**src/rtl/mecs_pkg.sv**
```systemverilog
// shared types and constants of the min-eigenvalue corner score block
package mecs_pkg;

	localparam int GRAD_BITS  = 16;
	localparam int PROD_W     = 2 * GRAD_BITS;      // signed gradient product
	localparam int PSQ_W      = 2 * GRAD_BITS - 1;  // nonnegative square
	localparam int SQ_W       = 41;                 // sum of squares
	localparam int XY_W       = 42;                 // signed cross sum
	localparam int TRACE_W    = 42;
	localparam int HALF_W     = 21;                 // operand half for partial products
	localparam int PART_W     = 2 * HALF_W;
	localparam int RAD_W      = 86;                 // radicand width, even
	localparam int ROOT_W     = RAD_W / 2;
	localparam int REM_W      = ROOT_W + 2;
	localparam int PART_CNT   = 6;
	localparam int STEP_W     = 3;
	localparam int CNT_W      = 6;
	localparam int SCORE_W    = 31;
	localparam logic [SCORE_W-1:0] SCORE_MAX = SCORE_W'(1) << 30;
	localparam int QUEUE_DEPTH = 2;

	typedef struct packed {
		logic        [SQ_W-1:0] sum_xx;
		logic        [SQ_W-1:0] sum_yy;
		logic signed [XY_W-1:0] sum_xy;
	} sums_t;

endpackage

```
**src/rtl/mecs_front.sv**
```systemverilog
// front end: squares the gradients and accumulates the window sums
module mecs_front (
	input  logic                          clk,
	input  logic                          arst_n,
	input  logic                          sample_valid,
	output logic                          sample_ready,
	input  logic signed [mecs_pkg::GRAD_BITS-1:0] grad_x,
	input  logic signed [mecs_pkg::GRAD_BITS-1:0] grad_y,
	input  logic                          last_sample,
	input  logic                          q_full,
	output logic                          q_push,
	output mecs_pkg::sums_t               push_sums
);
	import mecs_pkg::*;

	logic                     v_s1;
	logic                     last_s1;
	logic        [PSQ_W-1:0]  pxx_s1;
	logic        [PSQ_W-1:0]  pyy_s1;
	logic signed [PROD_W-1:0] pxy_s1;
	logic signed [PROD_W-1:0] sq_x, sq_y, prod_xy;

	logic        [SQ_W-1:0]   sum_xx_q, sum_yy_q;
	logic signed [XY_W-1:0]   sum_xy_q;
	logic        [SQ_W:0]     xx_ext, yy_ext;
	logic signed [XY_W:0]     xy_ext;
	sums_t                    next_sums;
	logic                     adv;

	assign sq_x    = grad_x * grad_x;
	assign sq_y    = grad_y * grad_y;
	assign prod_xy = grad_x * grad_y;

	// a last sample waits in s1 while the queue is full
	assign adv          = v_s1 && (!last_s1 || !q_full);
	assign sample_ready = !v_s1 || adv;

	always_ff @(posedge clk or negedge arst_n) begin
		if (!arst_n) begin
			v_s1 <= 1'b0;
		end else if (sample_ready) begin
			v_s1 <= sample_valid;
		end
	end

	always_ff @(posedge clk) begin
		if (sample_valid && sample_ready) begin
			last_s1 <= last_sample;
			pxx_s1  <= sq_x[PSQ_W-1:0];
			pyy_s1  <= sq_y[PSQ_W-1:0];
			pxy_s1  <= prod_xy;
		end
	end

	// saturating accumulate
	always_comb begin
		xx_ext = {1'b0, sum_xx_q} + {{(SQ_W+1-PSQ_W){1'b0}}, pxx_s1};
		yy_ext = {1'b0, sum_yy_q} + {{(SQ_W+1-PSQ_W){1'b0}}, pyy_s1};
		xy_ext = {sum_xy_q[XY_W-1], sum_xy_q}
			+ {{(XY_W+1-PROD_W){pxy_s1[PROD_W-1]}}, pxy_s1};
		next_sums.sum_xx = xx_ext[SQ_W] ? {SQ_W{1'b1}} : xx_ext[SQ_W-1:0];
		next_sums.sum_yy = yy_ext[SQ_W] ? {SQ_W{1'b1}} : yy_ext[SQ_W-1:0];
		if (xy_ext[XY_W] != xy_ext[XY_W-1]) begin
			next_sums.sum_xy = xy_ext[XY_W] ? {1'b1, {(XY_W-1){1'b0}}}
				: {1'b0, {(XY_W-1){1'b1}}};
		end else begin
			next_sums.sum_xy = xy_ext[XY_W-1:0];
		end
	end

	assign q_push    = adv && last_s1;
	assign push_sums = next_sums;

	always_ff @(posedge clk or negedge arst_n) begin
		if (!arst_n) begin
			sum_xx_q <= '0;
			sum_yy_q <= '0;
			sum_xy_q <= '0;
		end else if (adv) begin
			if (last_s1) begin
				sum_xx_q <= '0;
				sum_yy_q <= '0;
				sum_xy_q <= '0;
			end else begin
				sum_xx_q <= next_sums.sum_xx;
				sum_yy_q <= next_sums.sum_yy;
				sum_xy_q <= next_sums.sum_xy;
			end
		end
	end

endmodule

```
**config.mk**
```make
export PLATFORM = sky130hd
export DESIGN_NAME = mecs_front
export DESIGN_NICKNAME = d
export VERILOG_FILES = /design/src/rtl/mecs_pkg.sv /design/src/rtl/mecs_front.sv
export SDC_FILE = /design/constraint.sdc
export NUM_CORES = 2
export LEC_CHECK = 0
export ABC_AREA = 0
export BUFFER_PORTS_ARGS = -buffer_cell sky130_fd_sc_hd__buf_2
export CAP_MARGIN = 20
export CORE_MARGIN = 5
export CORE_UTILIZATION = 40
export CTS_CLUSTER_SIZE = 10
export DETAILED_ROUTE_END_ITERATION = 12
export GPL_TIMING_DRIVEN = 0
export SKIP_LAST_GASP = 1
export SYNTH_ARGS = -nofsm -noshare
export SYNTH_HDL_FRONTEND = slang
export SYNTH_SLANG_ARGS = --single-unit
```
**constraint.sdc**
```tcl
create_clock -name clk -period 4.71 [get_ports clk]
set_input_delay 0.942 -clock clk [delete_from_list [all_inputs] [get_ports clk]]
set_output_delay 0.942 -clock clk [all_outputs]
set_load 0.005 [all_outputs]
```
# Word-level counts from Yosys, hierarchy flattened
# Index checks and enable logic that the tools add are counted.
totals:
  elab_cells: 30
  reg_bits: 220
op_classes:
  n_reduce_logical: 8
  eq_ne: 1
  muxes: 7
  mul: 3
  n_addsub: 3
op_table:
  columns: ["op", "n"]
  rows:
  - ["$mux 41", 4]
  - ["$mux 42", 3]
  - ["$add 41x31->42", 2]
  - ["$mul 16x16->31", 2]
  - ["$add 42x32->43", 1]
  - ["$mul 16x16->32", 1]
  - ["$logic_and 1x1->1", 3]
  - ["$logic_not 1->1", 3]
  - ["$logic_or 1x1->1", 2]
  - ["$ne 1x1->1", 1]

# Logic depth before layout (Yosys ltp)
depth:
  word_depth: 5
  depth_mapped: 26
  ltp_nobuf: 24

# Least setup slack after synthesis
# OpenSTA, ideal clock, no wires.
synth_path:
  kind: "input-to-reg"
  start: "input grad_x[15] in the netlist's numbering"
  end: "register pxx_s1[29] (data pin)"
  path_stages: 22
  required_time_ns: 4.452
  arrival_time_ns: 6.929
  setup_ns: 0.258
  setup_slack_ns: -2.476
  n_path_buf: 3
  cell_sequence: "clkbuf_1 inv_1 clkbuf_1 clkbuf_1 nor2_1 fa_1 inv_1 fa_1 inv_1 fa_1 fa_1 fa_1 inv_1 fa_1 inv_1 ha_1 and3_1 and3_1 a2111oi_0 o21bai_1 a21oi_1 xnor2_1"
synth_via:
  elab_chain_len: 1
synth_rtl:
  columns: ["element", "line_no", "source"]
  rows:
  - ["start, declared", "mecs_front.sv:7", "input logic signed [mecs_pkg::GRAD_BITS-1:0] grad_x,"]
  - ["$mul 16x16->31", "mecs_front.sv:30", "assign sq_x = grad_x * grad_x;"]
  - ["via sq_x[29]", "mecs_front.sv:21", "logic signed [PROD_W-1:0] sq_x, sq_y, prod_xy;"]
  - ["end signal, assigned", "mecs_front.sv:49", "pxx_s1 <= sq_x[PSQ_W-1:0];"]
  - ["end, declared", "mecs_front.sv:18", "logic [PSQ_W-1:0] pxx_s1;"]
# The timed path passes the listed nets, and every way through them passes these cells.
# A chain may end at the register's enable or synchronous reset.

# Final worst setup path
layout_path:
  start: "input grad_x[8] in the netlist's numbering"
  end: "register pxx_s1[30] (data pin)"
# The elaborated chain is that of the path after synthesis.

==> load_flow_metrics.sql <==
INSERT INTO impl_metrics (metric_group, metric, value, unit) VALUES
('logic_synthesis', 'synthesis.nets', '5570', ''),
('worst_setup_path', 'cp_data_arrival_time', '7000', 'ps'),
('clock_network', 'numClockSinks', '218', ''),
('logic_synthesis', 'synth.top_cell.area_share', '0.352', ''),
('logic_synthesis', 'synth_sequential_area_ratio', '0.144', ''),
('timing', 'final.period_utilization', '1.42', ''),
('global_route', 'vias_in_the_first_global_route', '34200', ''),
('logic_synthesis', 'syn-instance-count', '4453', ''),
('global_route', 'total_congestion_overflow_after_global_routing', '0', ''),
('drt', 'drt_iter0_drc', '1933', ''),
('clock_network', 'cts_buffer_depth', '3', ''),
('drt', 'drt-met1-wl', '52100', 'um'),
('drt', 'topRoutingLayerUsed', 'met4', ''),
('logic_synthesis', 'synth_xor_area_frac', '0.0466', ''),
('status', 'violations', 'negative setup slack', ''),
('clock_network', 'ctsHtreeMaxLevel', '1', ''),
('logic_synthesis', 'synth.largest_area_cell', 'sky130_fd_sc_hd__fa_1', ''),
('layout', 'syn_to_final_growth', '23.9', '%'),
('timing', 'worstMarginPinSlew', '1140', 'ps'),
('logic_synthesis', 'synth_enable_flop_cells', '93', ''),
('placement', 'io_buffers', '154', ''),
('global_route', 'grt_max_degree', '73', ''),
('clock_network', 'clk_transition_reported_paths', '60', 'ps'),
('timing', 'final_critical_path_setup_slack', '-1960', 'ps'),
('layout', 'finish.net_count', '5982', ''),
('timing', 'worst_clock_skew_on_the_final_layout', '30.4', 'ps'),
('layout', 'drive_gt1_frac', '0.209', ''),
('logic_synthesis', 'ys_top_cells_by_area', 'sky130_fd_sc_hd__fa_1 (35%), sky130_fd_sc_hd__ha_1 (11%), sky130_fd_sc_hd__inv_1 (8.7%)', ''),
('global_route', 'grt_pass1_wl', '192000', 'um'),
('layout', 'layout.filler_cells', '9414', ''),
('logic_synthesis', 'synthFlopType', 'sky130_fd_sc_hd__dfrtp_1', ''),
('timing', 'rsz0062_at_grt', 'yes', ''),
('global_route', 'grt.total_usage', '0.226', ''),
('logic_synthesis', 'synthesis.area', '41000', 'um2'),
('timing', 'finalWorstPathRequiredPeriod', '6670', 'ps'),
('floorplan', 'die_x', '330', 'um'),
('min_path', 'hold_path_class', 'primary input to async pin', ''),
('status', 'status', 'finished with violations', ''),
('clock_network', 'clk_root_buffer_cell', 'sky130_fd_sc_hd__clkbuf_16', ''),
('worst_setup_path', 'endpoint_required_time_on_the_critical_path', '5040', 'ps'),
('drt', 'routedWlPerCell', '19.5', 'um'),
('layout', 'stdcell_count', '6258', ''),
('drt', 'drc_errors', '0', ''),
('drt', 'wirelength', '122000', 'um'),
('worst_setup_path', 'path_class', 'primary input to flop', ''),
('flow_run', 'maxCapViolations', '0', ''),
('clock_network', 'tritoncts.num_buffers', '29', ''),
('timing', 'timing_hold_violations_final', '0', ''),
('placement', 'dpl.hpwl', '94700', 'um'),
('logic_synthesis', 'yosys.area_share.simple', '0.124', ''),
('worst_setup_path', 'cp_max_fo', '6', ''),
('logic_synthesis', 'avgSynthCellArea', '9.20', 'um2'),
('drt', 'vias', '32300', ''),
('placement', 'place_area', '44900', 'um2'),
('logic_synthesis', 'yosysWarningCount', '0', ''),
('drt', 'drt-pass1-iter-count', '5', ''),
('drt', 'post_drt_via_cell_ratio', '5.17', ''),
('logic_synthesis', 'ys_top_cells_by_count', 'sky130_fd_sc_hd__inv_1 (946), sky130_fd_sc_hd__fa_1 (721), sky130_fd_sc_hd__nand2_1 (475), sky130_fd_sc_hd__ha_1 (359), sky130_fd_sc_hd__nor2_1 (252)', ''),
('logic_synthesis', 'muxShareOfSynthArea', '0.00284', ''),
('timing', 'drv_slew', '0', ''),
('logic_synthesis', 'synth_compound_area_frac', '0.111', ''),
('timing', 'fmax', '150', 'MHz'),
('logic_synthesis', 'post_synth_fa_ha_maj_area_fraction', '0.466', ''),
('floorplan', 'floorplan.rows', '117', ''),
('floorplan', 'ioPinCount', '163', ''),
('placement', 'gpl_wtd_cong', '0.931', ''),
('global_route', 'antenna_violations_before_repair', '3', ''),
('clock_network', 'tritoncts', 'done', ''),
('logic_synthesis', 'synth.ff_latch_count', '218', ''),
('timing', 'setup_violations', '94', ''),
('drt', 'met2_wirelength', '57300', 'um');
[per-stage QoR]
| stage | setup TNS (ps) | setup WS [ps] |
|---|---|---|
| 2_1_floorplan | -76190 | -2000 |
| 3_3_place_gp | -176850 | -4260 |
| 3_5_place_dp | -155240 | -3360 |
| 4_1_cts | -66250 | -1810 |
| 5_1_grt | -98620 | -2050 |
| 6_report | -72550 | -1960 |
[sequential cells by signal (all words and copies together), names as in the netlist]
name	count
sum_yy_q	41
sum_xy_q	42
pyy_s1	30
pxy_s1	32
v_s1	1
sum_xx_q	41
last_s1	1
pxx_s1	30
[routing by layer]
layer | track usage | vias to the layer above
met2 | 0.376 | 950
li1 | - | 14800
met4 | 0.0538 | 0
met1 | 0.306 | 16400
met5 | 0 | -
met3 | 0.0454 | 183
[layout by cell type (no fill, tap or decap), drive strengths merged, types with 43 or more instances in the layout]
cell type,synthesis,final
inv,949,944
fa,721,721
nand2,475,475
buf,32,435
ha,359,359
nor2,253,253
a21oi,182,182
clkbuf,140,166
and2,162,162
xnor2,156,156
o21ai,140,140
dfrtp,125,125
edfxtp,93,93
a22o,83,83
a21o,80,80
xor2,62,62
nand3,43,43
[layout make-up]
| type | count | area [um2] | area share |
|---|---|---|---|
| inverter | 954 | 3660 | 0.0720 |
| timing repair buffer | 394 | 3120 | 0.0614 |
| tap | 1368 | 1710 | 0.0337 |
| buffer | 159 | 2320 | 0.0457 |
| clock inverter | 6 | 72.6 | 0.00143 |
| multi-input combinational | 3109 | 33100 | 0.652 |
| clock buffer | 48 | 868 | 0.0171 |
| antenna | 2 | 5.00 | 0.0000985 |
| sequential | 218 | 5920 | 0.117 |
[cell families (layout without fill, tap and decap cells)]
family	Yosys count	count (layout)
compound gates	677	677
xor+xnor	218	218
fa+ha+maj	1097	1097
buf+inv	1126	1561
flops	218	218
mux	11	11
other cells	0	2
simple gates	1106	1106
[repair_timing]
action                                  4_1_cts  5_1_grt
endpoints found under the setup margin      193      178
setup buffers                               177       66
hold buffers                                  0        0
pin swaps                                   209      140
gates cloned                                  2        0
gates resized for setup                     541      159
[path summary, 6_finish.rpt]
check / slack, ps / depth (start not counted) / startpoint / endpoint
min in group clk: 490 / 1 / sum_xy_q[25] / sum_xy_q[25]
max: -1960 / 23 / grad_x[8] / pxx_s1[30]
min reg2reg: 490 / 1 / sum_xy_q[25] / sum_xy_q[25]
min: 340 / 1 / arst_n / sum_yy_q[20]
max in group asynchronous: 3490 / 2 / arst_n / sum_xx_q[24]
max reg2reg: 970 / 13 / pxy_s1[24] / sum_xy_q[34]
[worst max-delay path, stage by stage]
cell	delay, ps
sky130_fd_sc_hd__buf_8	90
sky130_fd_sc_hd__clkbuf_16	150
sky130_fd_sc_hd__clkbuf_16	140
sky130_fd_sc_hd__buf_4	190
sky130_fd_sc_hd__nand2_1	90
sky130_fd_sc_hd__fa_1	560
sky130_fd_sc_hd__fa_2	460
sky130_fd_sc_hd__fa_1	520
sky130_fd_sc_hd__inv_1	60
sky130_fd_sc_hd__fa_1	480
sky130_fd_sc_hd__fa_1	490
sky130_fd_sc_hd__inv_1	50
sky130_fd_sc_hd__fa_1	470
sky130_fd_sc_hd__inv_1	40
sky130_fd_sc_hd__ha_1	330
sky130_fd_sc_hd__and4_1	310
sky130_fd_sc_hd__a21oi_1	170
sky130_fd_sc_hd__nor3_4	310
sky130_fd_sc_hd__o2111ai_2	220
sky130_fd_sc_hd__a31oi_2	230
sky130_fd_sc_hd__a311o_1	230
sky130_fd_sc_hd__a21oi_2	80
sky130_fd_sc_hd__xnor2_2	390
Power is not shown: default switching activity piles up to over one toggle a cycle in this logic, so the estimate is an artifact.
