--- src/rtl/mecs_pkg.sv ---
// shared types and constants of the min-eigenvalue corner score block
package mecs_pkg;

	localparam int GRAD_BITS  = 16;
	localparam int PROD_W     = 2 * GRAD_BITS;      // signed gradient product
	localparam int PSQ_W      = 2 * GRAD_BITS - 1;  // nonnegative square
	localparam int SQ_W       = 41;                 // sum of squares
	localparam int XY_W       = 42;                 // signed cross sum
	localparam int TRACE_W    = 42;
	localparam int HALF_W     = 21;                 // operand half for partial products
	localparam int PART_W     = 2 * HALF_W;
	localparam int RAD_W      = 86;                 // radicand width, even
	localparam int ROOT_W     = RAD_W / 2;
	localparam int REM_W      = ROOT_W + 2;
	localparam int PART_CNT   = 6;
	localparam int STEP_W     = 3;
	localparam int CNT_W      = 6;
	localparam int SCORE_W    = 31;
	localparam logic [SCORE_W-1:0] SCORE_MAX = SCORE_W'(1) << 30;
	localparam int QUEUE_DEPTH = 2;

	typedef struct packed {
		logic        [SQ_W-1:0] sum_xx;
		logic        [SQ_W-1:0] sum_yy;
		logic signed [XY_W-1:0] sum_xy;
	} sums_t;

endpackage

--- src/rtl/mecs_back.sv ---
// back end: radicand by partial products, digit-recurrence square root, score
module mecs_back (
	input  logic                              clk,
	input  logic                              arst_n,
	input  mecs_pkg::sums_t                   rd_sums,
	input  logic                              q_empty,
	output logic                              q_pop,
	output logic                              score_valid,
	input  logic                              score_ready,
	output logic [mecs_pkg::SCORE_W-1:0]      corner_score
);
	import mecs_pkg::*;

	typedef enum logic [1:0] {
		S_IDLE,
		S_MUL,
		S_ROOT,
		S_SCORE
	} state_t;

	state_t                state_q;
	logic [STEP_W-1:0]     step_q;
	logic [CNT_W-1:0]      cnt_q;
	logic [TRACE_W-1:0]    trace_q;
	logic [PART_W-1:0]     d_q;
	logic [PART_W-1:0]     x_q;
	logic [PART_W-1:0]     prod_q;
	logic [CNT_W-1:0]      shift_q;
	logic [RAD_W-1:0]      rad_q;
	logic [REM_W-1:0]      rem_q;
	logic [ROOT_W-1:0]     root_q;
	logic                  score_valid_q;
	logic [SCORE_W-1:0]    score_q;

	logic [HALF_W-1:0]     op_a, op_b;
	logic [CNT_W-1:0]      op_shift;
	logic [PART_W-1:0]     part;
	logic [SQ_W-1:0]       diff;
	logic [XY_W-1:0]       mag;
	logic [REM_W+1:0]      rem_ext, trial;
	logic [TRACE_W-1:0]    gap;
	logic [SCORE_W-1:0]    score_next;
	logic                  out_free;

	// absolute difference of the diagonal sums and magnitude of the cross sum
	assign diff = (rd_sums.sum_xx >= rd_sums.sum_yy) ? rd_sums.sum_xx - rd_sums.sum_yy
		: rd_sums.sum_yy - rd_sums.sum_xx;
	assign mag  = rd_sums.sum_xy[XY_W-1] ? XY_W'(-rd_sums.sum_xy) : rd_sums.sum_xy;

	// partial products: d*d then 4*x*x, each operand split into two halves
	always_comb begin
		case (step_q)
			3'd0: begin op_a = d_q[HALF_W-1:0];      op_b = d_q[HALF_W-1:0];
				op_shift = 6'd0; end
			3'd1: begin op_a = d_q[HALF_W-1:0];      op_b = d_q[PART_W-1:HALF_W];
				op_shift = 6'(HALF_W + 1); end
			3'd2: begin op_a = d_q[PART_W-1:HALF_W]; op_b = d_q[PART_W-1:HALF_W];
				op_shift = 6'(2 * HALF_W); end
			3'd3: begin op_a = x_q[HALF_W-1:0];      op_b = x_q[HALF_W-1:0];
				op_shift = 6'd2; end
			3'd4: begin op_a = x_q[HALF_W-1:0];      op_b = x_q[PART_W-1:HALF_W];
				op_shift = 6'(HALF_W + 3); end
			3'd5: begin op_a = x_q[PART_W-1:HALF_W]; op_b = x_q[PART_W-1:HALF_W];
				op_shift = 6'(2 * HALF_W + 2); end
			default: begin op_a = '0; op_b = '0; op_shift = '0; end
		endcase
	end
	assign part = op_a * op_b;

	// one root digit per cycle
	assign rem_ext = {rem_q, rad_q[RAD_W-1 -: 2]};
	assign trial   = {2'b00, root_q, 2'b01};

	// final score with the floor at zero and the ceiling at 2^30
	always_comb begin
		gap = trace_q - root_q[TRACE_W-1:0];
		if ({1'b0, trace_q} <= root_q) begin
			score_next = '0;
		end else if (gap > TRACE_W'(SCORE_MAX)) begin
			score_next = SCORE_MAX;
		end else begin
			score_next = gap[SCORE_W-1:0];
		end
	end

	assign out_free     = !score_valid_q || score_ready;
	assign q_pop        = (state_q == S_IDLE) && !q_empty;
	assign score_valid  = score_valid_q;
	assign corner_score = score_q;

	always_ff @(posedge clk or negedge arst_n) begin
		if (!arst_n) begin
			state_q       <= S_IDLE;
			step_q        <= '0;
			cnt_q         <= '0;
			score_valid_q <= 1'b0;
			score_q       <= '0;
		end else begin
			// a new score refills the output register in the cycle the old one leaves
			if ((state_q == S_SCORE) && out_free) begin
				score_valid_q <= 1'b1;
			end else if (score_valid_q && score_ready) begin
				score_valid_q <= 1'b0;
			end
			case (state_q)
				S_IDLE: begin
					if (!q_empty) begin
						state_q <= S_MUL;
						step_q  <= '0;
					end
				end
				S_MUL: begin
					step_q <= step_q + 3'd1;
					if (step_q == STEP_W'(PART_CNT)) begin
						state_q <= S_ROOT;
						cnt_q   <= '0;
					end
				end
				S_ROOT: begin
					cnt_q <= cnt_q + 6'd1;
					if (cnt_q == CNT_W'(ROOT_W - 1)) begin
						state_q <= S_SCORE;
					end
				end
				S_SCORE: begin
					if (out_free) begin
						score_q <= score_next;
						state_q <= S_IDLE;
					end
				end
				default: state_q <= S_IDLE;
			endcase
		end
	end

	// datapath registers
	always_ff @(posedge clk) begin
		case (state_q)
			S_IDLE: begin
				trace_q <= {1'b0, rd_sums.sum_xx} + {1'b0, rd_sums.sum_yy};
				d_q     <= {1'b0, diff};
				x_q     <= mag;
				rad_q   <= '0;
				rem_q   <= '0;
				root_q  <= '0;
			end
			S_MUL: begin
				prod_q  <= part;
				shift_q <= op_shift;
				if (step_q != '0) begin
					rad_q <= rad_q + (RAD_W'(prod_q) << shift_q);
				end
			end
			S_ROOT: begin
				rad_q <= rad_q << 2;
				if (rem_ext >= trial) begin
					rem_q  <= REM_W'(rem_ext - trial);
					root_q <= {root_q[ROOT_W-2:0], 1'b1};
				end else begin
					rem_q  <= REM_W'(rem_ext);
					root_q <= {root_q[ROOT_W-2:0], 1'b0};
				end
			end
			default: begin
			end
		endcase
	end

endmodule

--- config.mk ---
export PLATFORM = sky130hd
export DESIGN_NAME = mecs_back
export DESIGN_NICKNAME = d
export VERILOG_FILES = /design/src/rtl/mecs_pkg.sv /design/src/rtl/mecs_back.sv
export SDC_FILE = /design/constraint.sdc
export NUM_CORES = 2
export LEC_CHECK = 0
export BUFFER_PORTS_ARGS = -buffer_cell sky130_fd_sc_hd__buf_4
export CORE_UTILIZATION = 50
export CTS_CLUSTER_SIZE = 20
export DETAILED_ROUTE_END_ITERATION = 16
export PLACE_DENSITY = 0.66
export SLEW_MARGIN = 20
export SYNTH_ARGS = -nofsm -noshare
export SYNTH_HDL_FRONTEND = slang
export SYNTH_SLANG_ARGS = --single-unit
--- constraint.sdc ---
create_clock -name clk -period 22 [get_ports clk]
set_input_delay 3.3 -clock clk [delete_from_list [all_inputs] [get_ports clk]]
set_output_delay 3.3 -clock clk [all_outputs]
set_load 0.1 [all_outputs]
**Word-level counts from Yosys, hierarchy flattened**

Cells that the tools add are included.

- $add $sub $neg: 9
- Multipliers: 1
- Div/mod/pow operators: 0
- $lt $le $gt $ge: 4
- Equal/unequal tests: 15
- Shift operators: 1
- Muxes and demuxes: 24
- Bitwise logic cells: 0
- Reductions and logical operators: 23

Operator list:

| kind | number |
|---|---|
| $pmux 86 s3 | 1 |
| $pmux 21 s4 | 2 |
| $pmux 45 s2 | 1 |
| $add 86x86->86 | 1 |
| $mux 86 | 1 |
| $pmux 43 s2 | 1 |
| $shl 42x6->86 | 1 |
| $mux 41 | 2 |
| $sub 41x41->41 | 2 |
| $mux 31 | 2 |
| $ge 47x45->1 | 1 |
| $mux 45 | 1 |
| $sub 45x45->45 | 1 |
| $le 42x43->1 | 1 |
| $add 41x41->42 | 1 |
| $gt 42x31->1 const B | 1 |
| $mul 21x21->42 | 1 |
| $neg 42->42 | 1 |
| $sub 42x42->42 | 1 |
| $ge 41x41->1 | 1 |
| $pmux 6 s5 | 1 |
| $pmux 6 s2 | 1 |
| $ne 2x2->1 const B | 5 |
| $eq 3x3->1 const B | 3 |
| other kinds (23) | 43 |

- Register bits after elaboration: 390
- Latch bits: 0
- RAM bits: 0
- Memory bits (read-only): 0
- Input port bits: 128
- Output and inout bits: 33
- Logic and storage cells: 91
- Memories kept: 0

**Logic depth before layout (Yosys ltp)**

- Word-level depth: 4
- Gate-level depth with buffers: 35
- Gate-level depth less buffers: 33

**Worst setup path after synthesis**

No wires, ideal clock.

- Kind: register -> register
- From: register state_q[0]
- To: register rad_q[0] (enable)
- Library setup time: 0.559 ns
- Arrival time: 9.237 ns
- Required time: 21.441 ns
- Slack: 12.204 ns
- Cell stages (with the launch flop): 6
- Path buffers: 0
- Clock period less this slack: 9.796 ns
- Path through: dfrtp_1 inv_1 ha_1 or2_2 nor2_1 a21oi_1

- Word-level cells in the longest chain between the ends: 3
- Elaborated cells between the ends (all ways): 6
- Those cells by class: 3 x eq/ne; 3 x reduce/logical

RTL lines:

| element | line | RTL |
|---|---|---|
| from (decl) | mecs_back.sv:21 | `state_t state_q;` |
| from (signal assigned) | mecs_back.sv:93 | `state_q <= S_IDLE;` |
| from (signal assigned) | mecs_back.sv:108 | `state_q <= S_MUL;` |
| from (signal assigned) | mecs_back.sv:115 | `state_q <= S_ROOT;` |
| $eq 2x1->1, or another cell as far along | mecs_back.sv:138 | `case (state_q)` |
| $ne 2x2->1 (no line) or $reduce_bool 3->1 (tied branches) | n/a |  |
| $reduce_and 2->1 (no line) * | n/a |  |
| to (signal assigned) | mecs_back.sv:151 | `rad_q <= rad_q + (RAD_W'(prod_q) << shift_q);` |
| to (signal assigned) | mecs_back.sv:155 | `rad_q <= rad_q << 2;` |
| to (decl) | mecs_back.sv:29 | `logic [RAD_W-1:0] rad_q;` |

Mark *: on every way between the ends. The rest lies on a longest branch, timed or not.
A chain may end at the register's enable or synchronous reset.

**Worst setup path in the final report**

- From: register step_q[0]
- To: register prod_q[41], data pin

- Word-level cells in the longest chain between the ends: 4
- Elaborated cells between the ends (all ways): 13
- Those cells by class: 1 x mul; 5 x eq/ne; 2 x mux; 5 x reduce/logical

RTL lines:

| element | line | RTL |
|---|---|---|
| from (decl) | mecs_back.sv:22 | `logic [STEP_W-1:0] step_q;` |
| from (signal assigned) | mecs_back.sv:113 | `step_q <= step_q + 3'd1;` |
| $eq 3x3->1, or another cell as far along | mecs_back.sv:52 | `case (step_q)` |
| $reduce_or 2->1 (no line) | n/a |  |
| $pmux 21 s4 | mecs_back.sv:52 |  |
| $mul 21x21->42 * | mecs_back.sv:68 | `assign part = op_a * op_b;` |
| named net part[41] | mecs_back.sv:37 | `logic [PART_W-1:0] part;` |
| to (signal assigned) | mecs_back.sv:148 | `prod_q <= part;` |
| to (decl) | mecs_back.sv:27 | `logic [PART_W-1:0] prod_q;` |

Mark *: on every way through the listed nets, which the timed path passes. The rest lies on a longest branch.

==> results.sh <==
export IMPL_synthXorXnorAreaFrac=0.0528
export IMPL_fin_crit_sh=0.433
export IMPL_multi_input_area_mm2=0.0344
export IMPL_wl_per_cell_um=21.7
export IMPL_yosys_warnings=0
export IMPL_core_mm2=0.0971
export IMPL_root_buffer="clkbuf_16"
export IMPL_clk_latency_ns=0.66
export IMPL_nFillCells=9015
export IMPL_synth_cells=5764
export IMPL_max_slew_margin=0.265
export IMPL_cts_setup_buffers=0
export IMPL_cpMostUsedCell="fa_1"
export IMPL_hold_class="flop to flop"
export IMPL_grt_pass1_vias=40740
export IMPL_syn_area_per_cell_um2=8.55
export IMPL_worstSetupPathType="flop to flop"
export IMPL_async_reset_ff_frac=0.111
export IMPL_antenna_found_initial=10
export IMPL_drive_gt1_frac=0.0668
export IMPL_drtPass1Iterations=8
export IMPL_max_cap_violations=0
export IMPL_io_pins=161
export IMPL_yosys_top_cells_area="edfxtp_1, fa_1, ha_1, inv_1, nand2_1"
export IMPL_ys_flop_type="edfxtp_1"
export IMPL_status="finished clean"
export IMPL_met1_usage=0.433
export IMPL_busiest_layer="met2"
export IMPL_syn_to_final_growth_pct=7.92
export IMPL_synth_compound_area_frac=0.191
export IMPL_drtIter0Drc=4505
export IMPL_hold_buffers=0
export IMPL_synth_simple_gate_area_frac=0.159
export IMPL_portBuffers=160
export IMPL_grt_usage=0.305
export IMPL_hold_viol=0
export IMPL_grt_max_degree=84
export IMPL_clockBufferDepth=3
export IMPL_use_met3=0.0531
export IMPL_num_nets_final=6705
export IMPL_critPathSlowestCell="and2_1"
export IMPL_yosysSeqAreaShare=0.232
export IMPL_numCtsBuffers=49
export IMPL_required_ns=22.37
export IMPL_grt_pass1_wl_um=236000
export IMPL_cp_max_fo=21
export IMPL_tightest_slew_ns=1.10
export IMPL_synth_top_family_by_area="adder cells"
export IMPL_die_y_um=316
export IMPL_start_kind="flop"
export IMPL_dp_hpwl_um=121000
export IMPL_setup_violations_final=0
export IMPL_yosysUniqueCellTypes=86
export IMPL_vias=42594
export IMPL_drv_slew=0
export IMPL_cts_tree="yes"
export IMPL_setup_tns_ns=0
export IMPL_synth_edf_count=345
export IMPL_seq_area_mm2=0.0114
export IMPL_clock_sinks=388
export IMPL_drc=0
export IMPL_min_period_ns=9.52
export IMPL_path_clk_slew_ns=0.06
export IMPL_die_width_um=316
export IMPL_cts_resized=0
export IMPL_synth_top_area_share=0.210
export IMPL_cp_end_kind="flop"
export IMPL_num_rows=114
export IMPL_synth_nets=6714
export IMPL_synthMuxAreaShare=0.0293
export IMPL_via_per_inst=6.02
export IMPL_htreeDepth=2
export IMPL_synth_area_leader_cell="edfxtp_1"
export IMPL_cp_arrival_ns=9.89
export IMPL_synth_adder_area_share=0.264
export IMPL_rsz0062_at_grt="false"
export IMPL_use_met2=0.468
export IMPL_start_util=0.507
export IMPL_ys_seq_elements=388
export IMPL_ant_nets=0
export IMPL_routed_wl_um=154000
export IMPL_dieArea_mm2=0.0998
export IMPL_max_freq_mhz=105
export IMPL_place_congestion=1.00
export IMPL_max_stage_delay_ns=0.59
export IMPL_grt_remaining_overflow=0
export IMPL_synth_cell_area_mm2=0.0493
export IMPL_skew_ns=0.0472
[cells in the mapped netlist (44+ instances only)]
library cell,count
inv_1,652
nand2_1,651
nor2_1,542
ha_1,459
a21oi_1,409
fa_1,363
edfxtp_1,345
o21ai_0,302
clkbuf_1,226
xnor2_1,217
a21o_1,153
mux2i_1,98
nand3_1,88
nor2b_1,86
xor2_1,80
o21bai_1,72
and2_1,59
a211oi_1,53
nor3_1,53
nand4_1,49
a22oi_1,44
o21a_1,44
[cells by family after synthesis]
family	count (synthesis)
xor+xnor	297
buf+inv	927
flops	388
fa+ha+maj	822
simple gates	1742
mux	134
compound gates	1454
[final cells by class]
cell class | instances | area share
Clock inverter | 32 | 0.00678
Tap cell | 1276 | 0.0300
Sequential cell | 388 | 0.215
Inverter | 661 | 0.0467
Timing Repair Buffer | 206 | 0.0291
Multi-Input combinational cell | 4449 | 0.647
Clock buffer | 60 | 0.0252
Antenna cell | 1 | 0.0000471
[metal layers]
layer,vias up,share of wire
li1,19932,-
met1,20545,0.44
met2,1824,0.43
met3,285,0.089
met4,8,0.036
met5,-,0.00034
[critical path, delay by kind of cell, from the launching register on]
family | cells | cell delay (ns)
adder cells (fa/ha/maj) | 9 | 4.18
AO/OA/AOI/OAI | 10 | 2.51
AND/OR/NAND/NOR | 5 | 1.43
buffers and inverters | 6 | 0.56
flip-flops | 1 | 0.44
XOR/XNOR | 1 | 0.13
[metrics by stage]
step | cell area [um^2] | std cells | utilization | setup slack [ns] | hold slack (ns)
floorplan | 49300 | 5764 | - | 12.20 | 0.495
global placement | 51500 | 6980 | 0.530 | 12.68 | 0.467
detailed placement | 51500 | 6980 | 0.530 | 12.51 | 0.473
CTS | 53200 | 7072 | 0.547 | 12.48 | 0.487
global route | 53200 | 7072 | 0.547 | 12.04 | 0.503
finish | 53200 | 7073 | 0.547 | 12.48 | 0.479
[flip-flops by register name, summed over array words and instances (netlist names), 3 cells and up]
register / cells
cnt_q: 6
corner_score: 31
d_q: 41
prod_q: 42
rad_q: 86
rem_q: 45
root_q: 43
shift_q: 5
step_q: 3
trace_q: 41
x_q: 42
[layout by cell type (no fill, tap or decap), types with 206 or more instances in the layout]
master | netlist | routed
a21oi_1 | 409 | 408
buf_4 | 3 | 206
edfxtp_1 | 345 | 345
fa_1 | 363 | 363
ha_1 | 459 | 456
inv_1 | 652 | 652
nand2_1 | 651 | 651
nor2_1 | 542 | 540
o21ai_0 | 302 | 301
xnor2_1 | 217 | 217
[worst paths after layout]
check                                startpoint          endpoint  slack, ns  depth (start not counted)
worst min-delay path            corner_score[8]   corner_score[8]       0.48                          2
worst max register to register        step_q[0]        prod_q[41]      12.48                         31
max in group asynchronous                arst_n         step_q[0]      18.81                          1
worst min register to register  corner_score[8]   corner_score[8]       0.48                          2
min in group asynchronous                arst_n  corner_score[23]       2.69                          1
worst max-delay path                  step_q[0]        prod_q[41]      12.48                         31
Power is not shown: default switching activity piles up to over one toggle a cycle in this logic, so the estimate is an artifact.
