===== config.mk =====
export PLATFORM = sky130hd
export DESIGN_NAME = mecs_queue
export DESIGN_NICKNAME = d
export VERILOG_FILES = /design/src/rtl/mecs_pkg.sv /design/src/rtl/mecs_queue.sv
export SDC_FILE = /design/constraint.sdc
export NUM_CORES = 1
export LEC_CHECK = 0
export BUFFER_PORTS_ARGS = -buffer_cell sky130_fd_sc_hd__buf_2
export CAP_MARGIN = 20
export CORE_ASPECT_RATIO = 1.25
export CORE_UTILIZATION = 45
export CTS_CLUSTER_DIAMETER = 60
export DETAILED_ROUTE_END_ITERATION = 8
export GPL_ROUTABILITY_DRIVEN = 0
export PLACE_DENSITY = 0.8
export SKIP_LAST_GASP = 1
export SYNTH_ARGS = -nofsm -noshare
export SYNTH_HDL_FRONTEND = slang
export SYNTH_SLANG_ARGS = --single-unit

===== constraint.sdc =====
create_clock -name clk -period 8.93 [get_ports clk]
set_input_delay 2.2325 -clock clk [delete_from_list [all_inputs] [get_ports clk]]
set_output_delay 2.2325 -clock clk [all_outputs]
set_load 0.005 [all_outputs]

===== src/rtl/mecs_pkg.sv =====
// shared types and constants of the min-eigenvalue corner score block
package mecs_pkg;

	localparam int GRAD_BITS  = 16;
	localparam int PROD_W     = 2 * GRAD_BITS;      // signed gradient product
	localparam int PSQ_W      = 2 * GRAD_BITS - 1;  // nonnegative square
	localparam int SQ_W       = 41;                 // sum of squares
	localparam int XY_W       = 42;                 // signed cross sum
	localparam int TRACE_W    = 42;
	localparam int HALF_W     = 21;                 // operand half for partial products
	localparam int PART_W     = 2 * HALF_W;
	localparam int RAD_W      = 86;                 // radicand width, even
	localparam int ROOT_W     = RAD_W / 2;
	localparam int REM_W      = ROOT_W + 2;
	localparam int PART_CNT   = 6;
	localparam int STEP_W     = 3;
	localparam int CNT_W      = 6;
	localparam int SCORE_W    = 31;
	localparam logic [SCORE_W-1:0] SCORE_MAX = SCORE_W'(1) << 30;
	localparam int QUEUE_DEPTH = 2;

	typedef struct packed {
		logic        [SQ_W-1:0] sum_xx;
		logic        [SQ_W-1:0] sum_yy;
		logic signed [XY_W-1:0] sum_xy;
	} sums_t;

endpackage


===== src/rtl/mecs_queue.sv =====
// two-entry queue of finished window sums
module mecs_queue (
	input  logic                clk,
	input  logic                arst_n,
	input  mecs_pkg::sums_t     wr_sums,
	output mecs_pkg::sums_t     rd_sums,
	input  logic                push,
	input  logic                pop,
	output logic                full,
	output logic                empty
);
	import mecs_pkg::*;

	sums_t       slot_q [QUEUE_DEPTH];
	logic        wr_ptr_q, rd_ptr_q;
	logic [1:0]  count_q;

	assign full    = (count_q == 2'(QUEUE_DEPTH));
	assign empty   = (count_q == 2'd0);
	assign rd_sums = slot_q[rd_ptr_q];

	always_ff @(posedge clk) begin
		if (push && !full) begin
			slot_q[wr_ptr_q] <= wr_sums;
		end
	end

	always_ff @(posedge clk or negedge arst_n) begin
		if (!arst_n) begin
			wr_ptr_q <= 1'b0;
			rd_ptr_q <= 1'b0;
			count_q  <= 2'd0;
		end else begin
			if (push && !full) begin
				wr_ptr_q <= ~wr_ptr_q;
			end
			if (pop && !empty) begin
				rd_ptr_q <= ~rd_ptr_q;
			end
			case ({push && !full, pop && !empty})
				2'b10:   count_q <= count_q + 2'd1;
				2'b01:   count_q <= count_q - 2'd1;
				default: count_q <= count_q;
			endcase
		end
	end

endmodule


* Word level (Yosys, flattened, before mapping)
Memory sizes are Yosys's and may differ from the RTL's.
Index checks and enable logic that the tools add are counted.
** Storage, ports and cells
- Word-level logic and storage cells :: 20
- Memories :: 1
- Input bits :: 128
- Bits in writable memories :: 248
- Memory bits (read-only) :: 0
- Latch bits :: 0
- Output and inout port bits :: 126
- Register bits after elaboration :: 4
** Cells by class
- Equality and inequality tests :: 3
- Div/mod/pow operators :: 0
- Multiply operators :: 0
- Bitwise gates (word level) :: 2
- Add/sub/neg operators :: 2
- Multiplexer cells :: 3
- $lt $le $gt $ge :: 0
- Shifts and indexed selects :: 0
- Reduce and logical (&&, ||, !) cells :: 6
** Memories
- slot_q :: depth 2, width 124, read ports 1, clocked after memory_dff 0, wr ports 1, line mecs_queue.sv:14 : sums_t slot_q [QUEUE_DEPTH];
** Operator list (count)
- equality test 2 bit (second input constant) :: 2
- case mux 2 bit (2 select lines) :: 1
- adder 2 x 1 -> 2 bit (second input constant) :: 1
- equality test 2 x 1 -> 1 bit (second input constant) :: 1
- logical AND 1 bit :: 2
- zero test 1 bit :: 2
- zero test 2 bit :: 1
- 2-to-1 mux 1 bit :: 2
- inverter 1 bit :: 2
- nonzero test 2 bit :: 1
- subtractor 2 x 1 -> 2 bit (second input constant) :: 1

* Longest topological paths before layout
Gate-level depths: netlist of run 1.
- Word-level depth :: 5
- Mapped depth :: 6
- Depth with buffers taken out :: 6

* Worst setup path before layout of run 1
OpenSTA, ideal clock, no wires.
- Path type :: in2reg
- Start point :: input push
- End point :: memory slot_q[0][0] (netlist name), enable pin
- Required time :: 8.322 ns
- Arrival :: 7.479 ns
- Library setup time :: 0.608 ns
- Setup slack :: 0.842 ns
- Path buffers :: 0
- Cell stages on the path :: 2
- Cell sequence :: nand2_1 > nor2_1
** Between the ends
- Longest elaborated chain between the ends :: 3
** RTL lines
- start: declaration :: line mecs_queue.sv:7 : input logic push,
- logical AND 1 bit :: line mecs_queue.sv:23 : if (push && !full) begin
- 2-to-1 mux 1 bit :: line mecs_queue.sv:23
- 2-to-1 mux 1 bit (not written as such) :: line mecs_queue.sv:24 : slot_q[wr_ptr_q] <= wr_sums;
- end: declaration :: line mecs_queue.sv:14
No other way between the ends.

==> results of run 1 <==
## power by group
group / total (W) / internal (W) / switching, W / leakage, nW
registers: 0.00175 / 0.00162 / 0.000126 / 2.35
logic: 0.00101 / 0.000552 / 0.000453 / 1.78
clock network: 0.000992 / 0.000598 / 0.000394 / 0.384
total: 0.00374 / 0.00277 / 0.000973 / 4.52
## state kept, by name, indices dropped and copies added, names as in the netlist
name	flops
slot_q	248
count_q	2
rd_ptr_q	1
wr_ptr_q	1
## per-stage QoR
stage	util	setup WS [ns]
after CTS	0.576	3.59
after floorplan	-	0.842
after global routing	0.578	3.47
after global placement	0.537	4.15
after detailed placement	0.538	4.15
final	0.578	3.64
## worst reg2reg max path, stage by stage (launching register included)
cell and delay (ns):
dfrtp_1 0.42, nand2b_1 0.18, nand2_1 0.15, nor2_4 0.37, buf_4 0.88
## layout make-up
| cell class | instances | area [µm²] | share of cell area |
|---|---|---|---|
| clock inverters | 10 | 128 | 0.0109 |
| multi-input cells | 137 | 1690 | 0.144 |
| inverters | 1 | 3.75 | 0.000321 |
| flip-flops and latches | 252 | 7550 | 0.646 |
| clock buffers | 32 | 652 | 0.0557 |
| repair buffers | 258 | 1340 | 0.114 |
| well taps | 270 | 338 | 0.0289 |
## cells in the final DEF (no fill, tap or decap), drive strengths merged
master / n
clkinv: 7
bufinv: 3
ha: 1
edfxtp: 248
clkbuf: 32
nor2b: 1
nand2b: 1
nand2: 1
xnor2: 3
buf: 258
dfrtp: 4
inv: 1
nor2: 3
xor2: 2
mux2: 124
and3: 1
## routing by layer
layer | GRT usage | up-vias | part of all wire
met5 | 0 | - | 0.00076
met4 | 0.0507 | 2 | 0.024
met3 | 0.0518 | 37 | 0.082
met2 | 0.298 | 181 | 0.56
met1 | 0.151 | 2277 | 0.34
li1 | - | 2137 | -
## synthesized netlist by cell type
cell / count
ha_1: 1
mux2_2: 74
nor2b_1: 1
mux2_4: 50
edfxtp_1: 248
xnor2_1: 3
buf_6: 7
nor2_1: 3
and3_1: 1
inv_1: 1
nand2b_1: 1
xor2_1: 2
dfrtp_1: 4
buf_2: 7
nand2_1: 1
## cell families (layout without fill, tap and decap cells)
logic type / after synthesis / count (layout) / synth area share
buffers and inverters: 15 / 301 / 0.0126
DFF: 252 / 252 / 0.808
and+or+nand+nor: 7 / 7 / 0.00362
muxes: 124 / 124 / 0.170
xor gates and xnor gates: 5 / 5 / 0.00469
adders and majority gates: 1 / 1 / 0.00134
## path summary, 6_finish.rpt
check | from | slack (ns) | end | depth (start not counted)
min in group asynchronous | arst_n | 1.52 | rd_ptr_q | 1
hold / removal | count_q[1] | 0.50 | count_q[1] | 1
setup reg to reg | count_q[0] | 6.43 | slot_q[0][63] | 4
hold reg to reg | count_q[1] | 0.50 | count_q[1] | 1
setup / recovery | rd_ptr_q | 3.64 | rd_sums[39] | 3
max in group asynchronous | arst_n | 7.27 | rd_ptr_q | 1
==> metrics, run 1 <==
first-pass GRT wire length 25,000 µm; DRT iter0 DRCs 179; Setup Skew 0.00831 ns; largest cells by area after synthesis edfxtp_1 80%, mux2_2 8.9%, mux2_4 8.0%; RSZ-0062 raised after global routing no; min cycle time layout 5.29 ns; Setup TNS 0 ns; Initial Utilization 0.461; Crit path largest cell delay 1.01 ns; HPWL Detailed 11,600 µm; Port Buffer Count 253; Nets 803; Final Hold Viols 0; share of layout cells above drive strength 1 0.607; initial antenna violation count 1; die width 131 µm; Cells after Synth 404; CP startpoint kind flop; Buf/Inv on CP 2; Slew HR 0.258; Rows 58; design area 11,700 µm²; Cell Area, Synth 9340 µm²; Final setup viols 0; sequential fraction of the synthesis area 0.808; final period utilization 0.593; critical path fanouts, max 64; Num CTS Buffers 24; post-route DRC violation count 0; Synth area leader edfxtp_1; DIE HEIGHT 163 µm; total power 0.00374 W; number of H-tree levels 1; CP Class reg2out; syn avg cell area 23.1 µm²; placed instance count 917; drt pass-1 iters 4; CP required 6.70 ns; WP data arrival 3.06 ns; Clock Latency Late Sink 0.50 ns; Worst Setup End Kind primary output; Leak 4.52 nW; Total Routing Usage GR 0.155; Pins Over Slew Limit 0; number of global-route vias before repair 5,040; fillers 1,504; Worst Hold Slack 0.496 ns; slowest CP cell dfrtp_4; YS warnings 0; clock-pin transition on the worst setup and hold timing paths 0.06 ns; measured slew at the worst slew-check pin 1.11 ns; Unique masters post-synth 15; Routed WL 17,100 µm; drt via density 4.83; core footprint 20,200 µm²; ANT cells 0; area of placed instances 10,900 µm²; Power Dens Cells 320 nW/µm²; Peak supply drop 213 µV; DRT antenna net count 0; Yosys top cell area share 0.797; GRT overflow 0; via count 4,634; Worst path top cell family by delay buffers and inverters; status completed; clk sink count 252; FF+latch count, synth 252; CTS tree done; clk root buf clkbuf_16; Max Cap Viol 0; Max Buffers Root-to-Sink 3; post-CTS resize count 0; Mapped Nets 533; die area 21,300 µm²; CTS Hold Bufs 0; Setup Buffers After CTS 0; wire per inst 17.8 µm; largest net degree at the start of global routing 85; Synth-to-Final Area Change 25.2%; post-route non-filler standard cell count 960; f_max 189 MHz; CP cell instances buf_4 -> mux2_2 -> buf_2; Worst Hold Class reg2reg; io pins 254
No activity file was read; power rests on OpenSTA's default activity.
==> run 2, diff against run 1 <==
--- a/config.mk
+++ b/config.mk
@@ -12,7 +12,7 @@
 export CTS_CLUSTER_DIAMETER = 60
 export DETAILED_ROUTE_END_ITERATION = 8
 export GPL_ROUTABILITY_DRIVEN = 0
-export PLACE_DENSITY = 0.8
+export PLACE_DENSITY = 0.83
 export SKIP_LAST_GASP = 1
 export SYNTH_ARGS = -nofsm -noshare
 export SYNTH_HDL_FRONTEND = slang
==> constraint.sdc (replaced) <==
create_clock -name clk -period 4.7 [get_ports clk]
set_input_delay 1.175 -clock clk [delete_from_list [all_inputs] [get_ports clk]]
set_output_delay 1.175 -clock clk [all_outputs]
set_load 0.005 [all_outputs]
==> run 2 against run 1 <==
Compared with the run above: sequential power grew 86%; setup slack lost 2.4 ns; die area stayed put; combinational power grew 95%; via count is 0.13% higher; global-route usage decreased by 0.20 points; worst hold slack worse by 0.035 ns; core utilization rose by 0.056 points; largest cell class unchanged.
==> metrics, run 2 (synthesis results as in run 1) <==
number of global-route vias before repair 4,834 (-4.1%); Setup Skew 0.00956 ns (+0.00125 ns); Nets 805 (+0.25%); critical path fanouts, max 33 (-48%); Initial Utilization 0.461 (unchanged); clk root buf clkbuf_16; CP Class reg2out; total power 0.00709 W (+90%); CTS tree done; io pins 254 (unchanged); Setup TNS 0 ns (unchanged); DIE HEIGHT 163 µm (unchanged); post-CTS resize count 0 (unchanged); Final setup viols 0 (unchanged); largest net degree at the start of global routing 69 (-19%); post-route DRC violation count 0 (unchanged); slowest CP cell dfrtp_4; Crit path largest cell delay 0.66 ns (-0.35 ns); Synth-to-Final Area Change 25.3% (about the same); status completed; Peak supply drop 592 µV (+180%); Top Registers slot_q (248), count_q (2); DRT iter0 DRCs 209 (+17%); commonest non-fill, non-tap cell in the layout buf_2; Worst Setup End Kind primary output; Total Routing Usage GR 0.153 (-0.00201); drt pass-1 iters 4 (unchanged); Clock Latency Late Sink 0.51 ns (about the same); min cycle time layout 3.46 ns; Num CTS Buffers 25 (+4.2%); clk sink count 252 (unchanged); Most flops, register slot_q; HPWL Detailed 11,200 µm (-3.0%); share of layout cells above drive strength 1 0.611 (+0.00370); RSZ-0062 raised after global routing no; Port Buffer Count 253 (unchanged); initial antenna violation count 4 (+3); clock-pin transition on the worst setup and hold timing paths 0.06 ns (about the same); CP startpoint kind flop; Worst path top cell family by delay buffers and inverters; core footprint 20,200 µm² (unchanged); drt via density 4.80 (-0.49%); CP cell instances buf_4 -> mux2_2 -> buf_2; Leak 4.51 nW (about the same); f_max 289 MHz; via count 4,640 (+0.13%); WP data arrival 2.28 ns (-0.78 ns); Power Dens Cells 606 nW/µm² (+89%); final period utilization 0.736; most frequent cells in the layout 253 x buf_2, 248 x edfxtp_1, 74 x mux2_2; Setup Buffers After CTS 0 (unchanged); Worst Hold Slack 0.461 ns (-0.0348 ns); Buf/Inv on CP 2 (unchanged); DRT antenna net count 0 (unchanged); Routed WL 16,700 µm (-1.9%); number of flip-flops in the largest register 248 (unchanged); Slew HR 0.467 (+0.209); GRT overflow 0 (unchanged); wire per inst 17.3 µm (-2.5%); Max Cap Viol 0 (unchanged); Pins Over Slew Limit 0 (unchanged); Final Hold Viols 0 (unchanged); number of H-tree levels 1 (unchanged); CTS Hold Bufs 0 (unchanged); Max Buffers Root-to-Sink 3 (unchanged); reg-to-reg slack, setup 2.61 ns (-3.82 ns); measured slew at the worst slew-check pin 0.800 ns (-0.313 ns); die area 21,300 µm² (unchanged); Worst Hold Class in2async; CP required 3.52 ns (-3.18 ns); die width 131 µm (unchanged); first-pass GRT wire length 24,400 µm (-2.4%); Rows 58 (unchanged)
==> run 2: metal layers <==
metal / vias up / wire length [µm] / track usage
met5: - / 8 / 0
met1: 2257 / 6060 / 0.168
met2: 191 / 8740 / 0.273
met4: 2 / 466 / 0.0569
met3: 34 / 1470 / 0.0485
li1: 2156 / - / -
==> run 2: layout make-up <==
type                    count  area, µm²
clock inverters            16        145
repair buffers            259       1340
multi-input cells         137       1690
well taps                 270        338
diodes                      2       5.00
flip-flops and latches    252       7550
fillers                  1495       8540
inverters                   1       3.75
clock buffers              29        641
==> run 2: per-stage QoR <==
step / util / area, µm² / std cells / worst slack (ns)
after global placement: 0.539 / 10900 / 919 / 1.79
after CTS: 0.578 / 11700 / 964 / 1.20
after floorplan: - / 9350 / 404 / 0.135
after global routing: 0.578 / 11700 / 965 / 1.14
final: 0.578 / 11700 / 966 / 1.24
after detailed placement: 0.539 / 10900 / 919 / 1.76
==> run 2: worst paths after layout <==
check | start | endpoint | cells after the start
worst max-delay path | rd_ptr_q | rd_sums[116] | 3
worst min-delay path | arst_n | count_q[0] | 1
worst max register to register | count_q[0] | slot_q[0][91] | 4
worst min register to register | count_q[1] | count_q[1] | 1
max in group asynchronous | arst_n | rd_ptr_q | 1
min in group clk | count_q[1] | count_q[1] | 1
==> run 2: report_power, final <==
part | switching (W) | internal (W)
combinational | 0.000927 | 0.00104
clock | 0.000790 | 0.00109
sequential | 0.000168 | 0.00308
==> run 3, diff against run 2 <==
--- a/config.mk
+++ b/config.mk
@@ -5,6 +5,7 @@
 export SDC_FILE = /design/constraint.sdc
 export NUM_CORES = 1
 export LEC_CHECK = 0
+export ABC_AREA = 1
 export BUFFER_PORTS_ARGS = -buffer_cell sky130_fd_sc_hd__buf_2
 export CAP_MARGIN = 20
 export CORE_ASPECT_RATIO = 1.25
@@ -12,7 +13,7 @@
 export CTS_CLUSTER_DIAMETER = 60
 export DETAILED_ROUTE_END_ITERATION = 8
 export GPL_ROUTABILITY_DRIVEN = 0
-export PLACE_DENSITY = 0.83
+export PLACE_DENSITY = 0.8
 export SKIP_LAST_GASP = 1
 export SYNTH_ARGS = -nofsm -noshare
 export SYNTH_HDL_FRONTEND = slang
==> constraint.sdc (replaced) <==
create_clock -name clk -period 3.2 [get_ports clk]
set_input_delay 0.8 -clock clk [delete_from_list [all_inputs] [get_ports clk]]
set_output_delay 0.8 -clock clk [all_outputs]
set_load 0.005 [all_outputs]
==> run 3 against run 2 <==
Compared with the run above: sequential share of layout area rose by 0.62 points; core utilization decreased by 0.34 points; clock power up 45%; synthesized cell count up 68%; via count grew 25%; clock skew is 0.0025 ns lower; setup slack got worse by 0.83 ns; register-to-register slack got worse by 1.1 ns; critical endpoint is now rd_sums[100].
==> metrics, run 3 <==
initial antenna violation count 5 (+1); Power Internal 0.00718 W (+38%); Final Hold Viols 0 (unchanged); number of H-tree levels 1 (unchanged); die area 21,200 µm² (-0.77%); Worst Hold Class in2async; Setup TNS 0 ns (unchanged); io pins 254 (unchanged); CP required 2.40 ns (-1.12 ns); commonest non-fill, non-tap cell in the layout nand2_1; CTS tree done; GRT overflow 0 (unchanged); fillers 1,634 (+9.3%); clock network power share 0.261 (-0.004); Nets 1,067 (+33%); Yosys top cell area share 0.804 (+0.00625); sequential fraction of the synthesis area 0.814 (+0.00633); WP data arrival 1.99 ns (-0.29 ns); core footprint 20,200 µm² (-0.36%); YS warnings 0 (unchanged); placed instance count 1,182 (+29%); largest cells by area after synthesis edfxtp_1 80%, nand2_1 15%, dfrtp_1 1.1%; DIE HEIGHT 162 µm (-0.39%); Setup Skew 0.00707 ns (-0.00249 ns); register share of total power 0.448 (-0.010); Comb pwr share 0.291 (+0.014); clk sink count 252 (unchanged); Synth area leader edfxtp_1; reg2reg start count_q[1]; Num CTS Buffers 24 (-4.0%); RSZ-0062 raised after global routing no; Worst Setup End Kind primary output; critical path fanouts, max 48 (+45%); Max Cap Viol 0 (unchanged); Cells after Synth 680 (+68%); Power Dens Cells 901 nW/µm² (+49%); Worst Hold Slack 0.0833 ns (-0.378 ns); Most flops, register slot_q; first-pass GRT wire length 28,000 µm (+15%); Cell Area, Synth 9270 µm² (-0.78%); Port Buffer Count 253 (unchanged); wire per inst 15.2 µm (-12%); Total Routing Usage GR 0.172 (+0.0192); clk root buf clkbuf_16; setup ws final 0.414 ns (-0.827 ns); drt pass-1 iters 6 (+2); Synth-to-Final Area Change 25.1%; Final setup viols 0 (unchanged); most frequent cell after synthesis nand2_1; Util after Layout 0.575 (-0.00344); P_sw 0.00327 W (+74%); syn avg cell area 13.6 µm² (-41%); final period utilization 0.871; Worst Setup SP rd_ptr_q; measured slew at the worst slew-check pin 0.710 ns (-0.0895 ns); CP startpoint kind flop; Mapped Nets 809 (+52%); Top Registers slot_q (248), count_q (2); min cycle time layout 2.79 ns; Unique masters post-synth 14 (-1); drt via density 4.72 (-1.6%); CTS Hold Bufs 0 (unchanged); Max Buffers Root-to-Sink 3 (unchanged); Slew HR 0.526 (+0.0597); FF+latch count, synth 252 (unchanged); CP Class reg2out; largest net degree at the start of global routing 126 (+83%); Rows 58 (unchanged); Setup Buffers After CTS 0 (unchanged); Place WS 0.891 ns (-0.871 ns); Commonest cells post-synth 382 x nand2_1, 248 x edfxtp_1, 14 x buf_2, 9 x inv_1, 7 x buf_4; Peak supply drop 684 µV (+16%); Main synth FF type edfxtp_1; post-route DRC violation count 0 (unchanged); f_max 359 MHz; Clock Latency Late Sink 0.50 ns (about the same); clock-pin transition on the worst setup and hold timing paths 0.06 ns (about the same); most frequent cells in the layout 382 x nand2_1, 253 x buf_2, 248 x edfxtp_1; Synth async-reset ratio 0.0159 (unchanged); Post-synth EDFFs 248 (unchanged); number of flip-flops in the largest register 248 (unchanged); DRT iter0 DRCs 384 (+84%); number of global-route vias before repair 5,902 (+22%); Pins Over Slew Limit 0 (unchanged); die width 130 µm (-0.38%); HPWL Detailed 11,400 µm (+1.3%); via count 5,811 (+25%); post-route non-filler standard cell count 1,230 (+27%); switching share of total power 0.313 (+0.0473); DRT antenna net count 0 (unchanged); share of layout cells above drive strength 1 0.311 (-0.300); Leak 4.99 nW (+10%); status completed; Initial Utilization 0.459 (-0.00194); Routed WL 18,700 µm (+12%); post-CTS resize count 0 (unchanged)
## run 3: final cells by class
type | instances | area [µm²] | share of cell area
Timing Repair Buffer | 259 | 1390 | 0.120
Sequential cell | 252 | 7550 | 0.651
Inverter | 10 | 43.8 | 0.00378
Multi-Input combinational cell | 391 | 1500 | 0.129
Tap cell | 270 | 338 | 0.0291
Antenna cell | 4 | 10.0 | 0.000863
Clock inverter | 17 | 133 | 0.0114
Clock buffer | 27 | 633 | 0.0546
## run 3: stage by stage
step,area [µm²],power (W)
2_1_floorplan,9280,0.00650
3_3_place_gp,10800,0.00775
3_5_place_dp,10800,0.00784
4_1_cts,11600,0.0106
5_1_grt,11600,0.0111
6_report,11600,0.0105
## run 3: kinds of logic (layout without fill, tap and decap cells)
| group | count (synthesis) | after routing | synth area share |
|---|---|---|---|
| and+or+nand+nor | 388 | 388 | 0.158 |
| DFF | 252 | 252 | 0.814 |
| buffers and inverters | 37 | 313 | 0.0248 |
| adders and majority gates | 1 | 1 | 0.00135 |
| AOI/OAI and AO/OA | 1 | 1 | 0.000540 |
| xor gates and xnor gates | 1 | 1 | 0.000945 |
| other | 0 | 4 | 0 |
## run 3: final timing paths
| path | depth (start not counted) | slack, ns | end |
|---|---|---|---|
| max | 5 | 0.41 | rd_sums[100] |
| min | 1 | 0.08 | rd_ptr_q |
| max reg2reg | 4 | 1.48 | slot_q[1][80] |
| min reg2reg | 2 | 0.48 | count_q[1] |
| max in group asynchronous | 1 | 2.99 | rd_ptr_q |
| min in group clk | 1 | 0.48 | slot_q[1][60] |
## run 3: layer usage
metal / GRT usage / part of all wire / vias up
li1: - / - / 2816
met1: 0.180 / 0.37 / 2742
met2: 0.322 / 0.53 / 211
met3: 0.0460 / 0.077 / 40
met4: 0.0669 / 0.028 / 2
met5: 0 / 0.00070 / -
## run 3: power groups by stage
stage	Clock (W)	Sequential (W)	Combinational, W
global placement	0	0.00473	0.00303
CTS	0.00280	0.00469	0.00310
global route	0.00292	0.00475	0.00345
finish	0.00273	0.00468	0.00304
floorplan	0	0.00474	0.00176
detailed placement	0	0.00475	0.00309
## run 3: worst max-delay path, cell delays in order (launching register included)
cell and delay (ns):
dfrtp_4 0.50, inv_4 0.37, buf_12 0.30, nand2_1 0.08
nand2_1 0.09, buf_2 0.12
